### src/sv/efb_pkg.sv
// ----------------------------------------------------------------------------
// efb_pkg
// Shared types and constants for the escaped frame builder.
// ----------------------------------------------------------------------------
package efb_pkg;

  // Item kinds carried on the input tuser.
  localparam logic [1:0] ACT_HEADER  = 2'd0;
  localparam logic [1:0] ACT_PAYLOAD = 2'd1;
  localparam logic [1:0] ACT_TRAILER = 2'd2;
  localparam logic [1:0] ACT_NONE    = 2'd3;

  // Configuration register indexes.
  localparam logic [1:0] REG_LOCAL_HIGH = 2'd0;
  localparam logic [1:0] REG_LOCAL_LOW  = 2'd1;
  localparam logic [1:0] REG_DIRECT     = 2'd2;

  // Framing bytes.
  localparam logic [7:0] START_BYTE   = 8'h01;
  localparam logic [7:0] END_BYTE     = 8'h04;
  localparam logic [7:0] ESC_BYTE     = 8'h1B;
  localparam logic [7:0] ZERO_CHANNEL = 8'h00;
  localparam logic [7:0] DIRECT_COUNT = 8'h10;
  localparam logic [7:0] RESET_ADDR   = 8'h02;

  // Symbol positions within one item.
  localparam logic [3:0] HDR_LAST_IDX = 4'd10;
  localparam logic [3:0] TRL_LAST_IDX = 4'd1;

  // Default depth of the symbol queue.
  localparam int FIFO_DEPTH = 4;

  // Live configuration.
  typedef struct packed {
    logic [7:0] local_high;
    logic [7:0] local_low;
    logic       direct;
  } cfg_t;

  // One symbol: a byte, whether it is subject to escaping, and whether it
  // closes the item.
  typedef struct packed {
    logic [7:0] data;
    logic       esc;
    logic       last;
  } sym_t;

endpackage

### src/sv/escaped_frame_builder.sv
// ----------------------------------------------------------------------------
// escaped_frame_builder
// Byte-stuffing radio link framer with an escape character.
// ----------------------------------------------------------------------------
// Each input transaction is one step of a frame: a header (tuser 0), a
// payload byte (tuser 1) or a trailer carrying the CRC (tuser 2); tuser 3 is
// dropped with no output. The front part turns an item into symbols at one
// per cycle while the queue has room, a short queue holds them, and the back
// part sends one link byte per cycle while the output is taken, putting 0x1B
// before any escaped byte equal to 0x01, 0x04 or 0x1B. A payload item thus
// yields one or two bytes, a trailer two or three, and a header 11 to 18; the
// front accepts a new item as soon as the last symbol of the previous one
// enters the queue. tlast marks the final byte of each item.
// Configuration is read live and should be written only while idle.
// ----------------------------------------------------------------------------
module escaped_frame_builder #(
  parameter int FIFO_DEPTH = efb_pkg::FIFO_DEPTH
) (
  input  logic        clk,
  input  logic        rst,
  // Configuration write port.
  input  logic        cfg_we,
  input  logic [1:0]  cfg_index,
  input  logic [7:0]  cfg_data,
  // Input stream.
  input  logic        s_tvalid,
  output logic        s_tready,
  // dest_addr_high, dest_addr_low, dest_channel, src_addr_high, src_addr_low,
  // src_channel, count_byte, payload_byte, crc_byte (8 bits each, low first)
  input  logic [71:0] s_tdata,
  // action
  input  logic [1:0]  s_tuser,
  // Output stream.
  output logic        m_tvalid,
  input  logic        m_tready,
  // out_byte
  output logic [7:0]  m_tdata,
  // last
  output logic        m_tlast
);
  import efb_pkg::*;

  cfg_t cfg;
  sym_t front_sym;
  sym_t queue_sym;
  logic front_valid;
  logic queue_full;
  logic queue_empty;
  logic queue_pop;

  // Configuration registers.
  always_ff @(posedge clk) begin
    if (rst) begin
      cfg.local_high <= RESET_ADDR;
      cfg.local_low  <= RESET_ADDR;
      cfg.direct     <= 1'b0;
    end else if (cfg_we) begin
      case (cfg_index)
        REG_LOCAL_HIGH: cfg.local_high <= cfg_data;
        REG_LOCAL_LOW:  cfg.local_low  <= cfg_data;
        REG_DIRECT:     cfg.direct     <= cfg_data[0];
        default:        cfg.direct     <= cfg.direct;
      endcase
    end
  end

  // Front: accepts and breaks items into symbols.
  efb_front u_front (
    .clk       (clk),
    .rst       (rst),
    .cfg       (cfg),
    .s_tvalid  (s_tvalid),
    .s_tready  (s_tready),
    .s_tdata   (s_tdata),
    .s_tuser   (s_tuser),
    .sym_valid (front_valid),
    .sym       (front_sym),
    .sym_full  (queue_full)
  );

  // Symbol queue.
  efb_fifo #(
    .DEPTH (FIFO_DEPTH)
  ) u_fifo (
    .clk     (clk),
    .rst     (rst),
    .wr_en   (front_valid),
    .wr_data (front_sym),
    .full    (queue_full),
    .rd_en   (queue_pop),
    .rd_data (queue_sym),
    .empty   (queue_empty)
  );

  // Back: escaping and output register.
  efb_back u_back (
    .clk       (clk),
    .rst       (rst),
    .sym       (queue_sym),
    .sym_empty (queue_empty),
    .sym_pop   (queue_pop),
    .m_tvalid  (m_tvalid),
    .m_tready  (m_tready),
    .m_tdata   (m_tdata),
    .m_tlast   (m_tlast)
  );

endmodule

### src/sv/efb_front.sv
// ----------------------------------------------------------------------------
// efb_front
// Accepts input transactions and breaks each item into a run of symbols.
// ----------------------------------------------------------------------------
module efb_front (
  input  logic               clk,
  input  logic               rst,
  input  efb_pkg::cfg_t      cfg,
  input  logic               s_tvalid,
  output logic               s_tready,
  input  logic [71:0]        s_tdata,
  input  logic [1:0]         s_tuser,
  output logic               sym_valid,
  output efb_pkg::sym_t      sym,
  input  logic               sym_full
);
  import efb_pkg::*;

  logic       busy;
  logic [3:0] idx;
  logic [1:0] action;
  logic [7:0] dh, dl, dc, sh, sl, sc, cnt, pay, crc;
  logic       accept;
  logic       push;
  logic       at_last;
  logic       to_dest;

  // Symbol emission handshake with the queue.
  assign push     = busy && !sym_full;
  assign s_tready = !busy || (push && at_last);
  assign accept   = s_tvalid && s_tready;
  assign sym_valid = busy;

  // Control state.
  always_ff @(posedge clk) begin
    if (rst) begin
      busy <= 1'b0;
      idx  <= '0;
    end else if (accept) begin
      busy <= (s_tuser != ACT_NONE);
      idx  <= '0;
    end else if (push) begin
      if (at_last) begin
        busy <= 1'b0;
      end else begin
        idx <= idx + 4'd1;
      end
    end
  end

  // Item fields, held while the item is broken up.
  always_ff @(posedge clk) begin
    if (accept) begin
      action <= s_tuser;
      dh     <= s_tdata[7:0];
      dl     <= s_tdata[15:8];
      dc     <= s_tdata[23:16];
      sh     <= s_tdata[31:24];
      sl     <= s_tdata[39:32];
      sc     <= s_tdata[47:40];
      cnt    <= s_tdata[55:48];
      pay    <= s_tdata[63:56];
      crc    <= s_tdata[71:64];
    end
  end

  // The destination is the next hop in direct mode or inside the local cluster.
  assign to_dest = cfg.direct || (dh == cfg.local_high && dl == cfg.local_low);

  // Last symbol position of the current item.
  always_comb begin
    case (action)
      ACT_HEADER:  at_last = (idx == HDR_LAST_IDX);
      ACT_TRAILER: at_last = (idx == TRL_LAST_IDX);
      default:     at_last = 1'b1;
    endcase
  end

  // Symbol selection for the current position.
  always_comb begin
    sym.data = pay;
    sym.esc  = 1'b1;
    sym.last = at_last;
    case (action)
      ACT_HEADER: begin
        case (idx)
          4'd0: begin
            sym.data = to_dest ? dh : cfg.local_high;
            sym.esc  = 1'b0;
          end
          4'd1: begin
            sym.data = to_dest ? dl : cfg.local_low;
            sym.esc  = 1'b0;
          end
          4'd2: begin
            sym.data = to_dest ? dc : ZERO_CHANNEL;
            sym.esc  = 1'b0;
          end
          4'd3: begin
            sym.data = START_BYTE;
            sym.esc  = 1'b0;
          end
          4'd4:    sym.data = cfg.direct ? DIRECT_COUNT : cnt;
          4'd5:    sym.data = sh;
          4'd6:    sym.data = sl;
          4'd7:    sym.data = sc;
          4'd8:    sym.data = dh;
          4'd9:    sym.data = dl;
          default: sym.data = dc;
        endcase
      end
      ACT_TRAILER: begin
        if (idx == '0) begin
          sym.data = crc;
        end else begin
          sym.data = END_BYTE;
          sym.esc  = 1'b0;
        end
      end
      default: sym.data = pay;
    endcase
  end

endmodule

### src/sv/efb_fifo.sv
// ----------------------------------------------------------------------------
// efb_fifo
// Short symbol queue between the front and back parts.
// ----------------------------------------------------------------------------
module efb_fifo #(
  parameter int DEPTH = efb_pkg::FIFO_DEPTH
) (
  input  logic          clk,
  input  logic          rst,
  input  logic          wr_en,
  input  efb_pkg::sym_t wr_data,
  output logic          full,
  input  logic          rd_en,
  output efb_pkg::sym_t rd_data,
  output logic          empty
);
  import efb_pkg::*;

  localparam int PW = (DEPTH > 1) ? $clog2(DEPTH) : 1;
  localparam int CW = $clog2(DEPTH + 1);

  sym_t          entries [DEPTH];
  logic [PW-1:0] wr_ptr;
  logic [PW-1:0] rd_ptr;
  logic [CW-1:0] count;
  logic          do_wr;
  logic          do_rd;

  assign full    = (count == CW'(DEPTH));
  assign empty   = (count == '0);
  assign do_wr   = wr_en && !full;
  assign do_rd   = rd_en && !empty;
  assign rd_data = entries[rd_ptr];

  // Pointers and fill level.
  always_ff @(posedge clk) begin
    if (rst) begin
      wr_ptr <= '0;
      rd_ptr <= '0;
      count  <= '0;
    end else begin
      if (do_wr) begin
        wr_ptr <= (wr_ptr == PW'(DEPTH - 1)) ? '0 : wr_ptr + 1'b1;
      end
      if (do_rd) begin
        rd_ptr <= (rd_ptr == PW'(DEPTH - 1)) ? '0 : rd_ptr + 1'b1;
      end
      if (do_wr && !do_rd) begin
        count <= count + 1'b1;
      end else if (do_rd && !do_wr) begin
        count <= count - 1'b1;
      end
    end
  end

  // Storage.
  always_ff @(posedge clk) begin
    if (do_wr) begin
      entries[wr_ptr] <= wr_data;
    end
  end

endmodule

### src/sv/efb_back.sv
// ----------------------------------------------------------------------------
// efb_back
// Expands queued symbols into link bytes, inserting escapes as needed.
// ----------------------------------------------------------------------------
module efb_back (
  input  logic          clk,
  input  logic          rst,
  input  efb_pkg::sym_t sym,
  input  logic          sym_empty,
  output logic          sym_pop,
  output logic          m_tvalid,
  input  logic          m_tready,
  output logic [7:0]    m_tdata,
  output logic          m_tlast
);
  import efb_pkg::*;

  logic esc_sent;
  logic load_ok;
  logic special;
  logic need_esc;
  logic emit;

  // A byte may enter the output register when it is empty or being taken.
  assign load_ok  = !m_tvalid || m_tready;
  assign special  = (sym.data == START_BYTE) || (sym.data == END_BYTE) ||
                    (sym.data == ESC_BYTE);
  assign need_esc = sym.esc && special && !esc_sent;
  assign emit     = load_ok && !sym_empty;
  assign sym_pop  = emit && !need_esc;

  // Control: output valid and the escape phase.
  always_ff @(posedge clk) begin
    if (rst) begin
      m_tvalid <= 1'b0;
      esc_sent <= 1'b0;
    end else if (load_ok) begin
      m_tvalid <= !sym_empty;
      if (emit) begin
        esc_sent <= need_esc;
      end
    end
  end

  // Output payload register.
  always_ff @(posedge clk) begin
    if (emit) begin
      m_tdata <= need_esc ? ESC_BYTE : sym.data;
      m_tlast <= need_esc ? 1'b0 : sym.last;
    end
  end

endmodule
### config.mk
export PLATFORM = sky130hd
export DESIGN_NAME = escaped_frame_builder
export DESIGN_NICKNAME = d
export VERILOG_FILES = /design/src/sv/efb_pkg.sv /design/src/sv/escaped_frame_builder.sv /design/src/sv/efb_front.sv /design/src/sv/efb_fifo.sv /design/src/sv/efb_back.sv
export SDC_FILE = /design/constraint.sdc
export NUM_CORES = 1
export LEC_CHECK = 0
export ABC_AREA = 1
export BUFFER_PORTS_ARGS = -buffer_cell sky130_fd_sc_hd__buf_2
export CORE_MARGIN = 2
export CORE_UTILIZATION = 50
export CTS_CLUSTER_DIAMETER = 120
export DETAILED_ROUTE_END_ITERATION = 8
export HOLD_SLACK_MARGIN = 0.1
export PLACE_DENSITY = 0.73
export RECOVER_POWER = 25
export SLEW_MARGIN = 20
export SYNTH_ARGS = -nofsm -noshare
export SYNTH_HDL_FRONTEND = slang
export SYNTH_SLANG_ARGS = --single-unit
### constraint.sdc
create_clock -name clk -period 4.2 [get_ports clk]
set_input_delay 0.63 -clock clk [delete_from_list [all_inputs] [get_ports clk]]
set_output_delay 0.63 -clock clk [all_outputs]
set_load 0.02 [all_outputs]
==> key figures <==
GRT
  – Largest net degree at the start of global routing: 43
  – Congestion Overflow GR: 0
  – First-pass GRT wire length: ~25 mm
  – Initial antenna violation count: 0
  – Vias in the first global route: 5,253
  – Total GRT Usage: 0.225

Power
  – P_sw: around 1200 uW
  – Peak VDD IR: approximately 0.00028 V
  – Overall power: 4390 uW
  – Pint: roughly 3100 uW
  – Seq pwr share: 0.454
  – Logic gate share of total power: 0.180
  – Power Density: approximately 540 nW/um^2
  – Clock power share: 0.366
  – Sw Ratio: 0.283
  – LEAKAGE: 0.00329 uW

Logic synthesis
  – Synth Net Count: ~760
  – Post-synth EDFFs: around 120
  – Register area share after synthesis: 0.642
  – Top-count cell post-synth: nand2_1
  – Register bit total from synthesis: about 160
  – Dominant cells by area after synthesis: edfxtp_1 (54%), dfxtp_1 (9.7%), nand2_1 (9.5%)
  – Yosys top cell area share: 0.545
  – FFs w/ async S/R, synth: 0
  – Post-Syn Area per Cell: approximately 10 um^2
  – Cell taking the most area after synthesis: edfxtp_1
  – Cell count after synthesis: about 660
  – Leading cell types by count after synthesis: nand2_1 (172), edfxtp_1 (123), inv_1 (70), nand3_1 (68), o21ai_0 (40)
  – Cell area after synthesis: between 6000 and 7000 um^2
  – YS warnings: 0
  – Netlist cell types: 37
  – Prevailing post-synth register cell: edfxtp_1

Layout
  – Area grow syn2layout: 18.8%
  – N_diodes: 0
  – Ratio of cells with drive above 1 in the final layout: 0.183
  – Layout Utilization: 0.609
  – Nets: 871

Floorplan
  – Die footprint: 14,500 um^2
  – Core area: 13,200 um^2
  – Std-Cell Rows: 42
  – Die Wd: between 100 and 150 um
  – Die H: 120 um
  – Initial Utilization: 0.512
  – I/O pins: 100

Clock network
  – Setup bufs post-CTS: 0
  – CTS Buffer Depth: 2
  – CTS HTree Levels: 4
  – Hold_buf cts: 0
  – Sink Count: between 150 and 200
  – CTS tree: yes
  – Num CTS Buffers: 17
  – Post_cts resized: 0
  – Clock-pin slew on the worst setup and hold paths: approximately 0.060 ns
  – Root buffer cell: clkbuf_16
  – Skew-Pair Late Insertion Delay: roughly 0.43 ns

Timing
  – F_max: just over 300 MHz
  – Final worst setup slack: between 0.9 and 1 ns
  – # setup viols final: 0
  – Final Skew: ~0.0077 ns
  – Tcrit/Tclk final: 0.782
  – RSZ-0062 raised after global routing: false
  – Hold Slack: about 0.38 ns
  – Fin. Hold Viols: 0
  – Minimum clock period: roughly 3.3 ns
  – Slew headroom: 0.366
  – Setup_tns: 0 ns
  – Max-slew violations: 0
  – Worst-margin pin slew: 0.948 ns

Critical path
  – Crit path launch type: flip-flop
  – CP Capture Type: flip-flop
  – Reg2reg setup slack: around 0.9 ns
  – CP Data Required Time: 4.51 ns
  – CP Max Fanout: 24
  – Crit path arrival time: between 3 and 4 ns
  – Crit path kind: reg -> reg

Drt
  – Routed WL per cell: about 16 um
  – Number of routed nets with antenna violations: 0
  – # DRC: 0
  – Via count: 5,235
  – Drt first pass iters: 5
  – Wirelength, routed: around 15 mm
  – Vias per cell: about 5.5
  – Initial DRC Count: roughly 380

Flow run
  – Max Cap Viol: 0

Outcome
  – Run status: finished clean

Placement
  – Placer Congestion: between 0.9 and 1
  – Post-DP HPWL: approximately 11 mm
  – Pre-CTS setup slack: roughly 1 ns
  – I/O Buffers: 99

Min path
  – Worst Hold Class: in -> reg
[registers in the layout, summed over array words and instances (netlist names), 8 cells and up, named ones only]
signal / count
u_fifo.entries: 40
u_front.cnt: 8
u_front.pay: 8
u_back.m_tdata: 8
u_front.sc: 8
u_front.dc: 8
u_front.crc: 8
u_front.sl: 8
cfg: 17
u_front.dl: 8
u_front.dh: 8
u_front.sh: 8
[cells in the final DEF (no fill, tap or decap), types with 17 or more instances in the layout]
master / count
nand3_1: 68
dfxtp_1: 33
a21oi_1: 35
nor2_1: 38
buf_2: 94
clkbuf_16: 17
o21ai_0: 40
nand2_1: 172
edfxtp_1: 123
inv_1: 69
[stage by stage]
stage | cells | instance area [um^2]
final | 959 | 8060
after global routing | 959 | 8060
after CTS | 959 | 8070
after detailed placement | 928 | 7450
after global placement | 928 | 7450
after floorplan | 664 | 6780
[worst max-delay path, stage by stage (launching register included)]
cell and delay, ns:
dfxtp_1 0.77, inv_2 0.27, nand2_1 0.14, nand3_1 0.09, nand2_2 0.13, inv_1 0.08
o21ai_0 0.21, nand3_2 0.21, nand2_2 0.12, ha_1 0.14, inv_1 0.07, fa_1 0.44
a21oi_1 0.15, o21ai_0 0.12, o21ai_0 0.16, a21oi_1 0.06
[power by group through the flow]
| stage | clock, uW | sequential [uW] | combinational, uW |
|---|---|---|---|
| 2_1_floorplan | 0 | 2050 | 519 |
| 3_3_place_gp | 0 | 2020 | 739 |
| 3_5_place_dp | 0 | 2020 | 780 |
| 4_1_cts | 1620 | 2000 | 788 |
| 5_1_grt | 1690 | 2010 | 894 |
| 6_report | 1610 | 2000 | 790 |
[final timing paths]
| path | from | to | depth (start not counted) |
|---|---|---|---|
| worst max-delay path | flip-flop | u_fifo.count[2]$_SDFFE_PP0P_ | 15 |
| worst min-delay path | s_tdata[1] | u_front.dh[1]$_DFFE_PP_ | 1 |
| worst max register to register | flip-flop | u_fifo.count[2]$_SDFFE_PP0P_ | 15 |
| worst min register to register | u_fifo.rd_ptr[1]$_SDFFE_PP0P_ | u_fifo.rd_ptr[1]$_SDFFE_PP0P_ | 2 |
[layout make-up]
cell class / instances / area (um^2)
fill: 1070 / 5180
sequential: 156 / 4350
multi-input combinational: 422 / 2080
timing repair buffer: 101 / 517
clock buffer: 17 / 425
inverter: 73 / 274
tap: 176 / 220
clock inverter: 14 / 193
[cell families after synthesis]
| kind of cell | share of synthesized area |
|---|---|
| and+or+nand+nor | 0.195 |
| DFF | 0.642 |
| adders and majority gates | 0.0214 |
| AOI/OAI and AO/OA | 0.0898 |
| buffers and inverters | 0.0518 |
[per-layer routing]
layer,track usage,part of all wire
met1,0.260,0.40
met3,0.0623,0.056
met2,0.386,0.51
met4,0.108,0.035
met5,0,0
No activity file was read; power rests on OpenSTA's default activity.
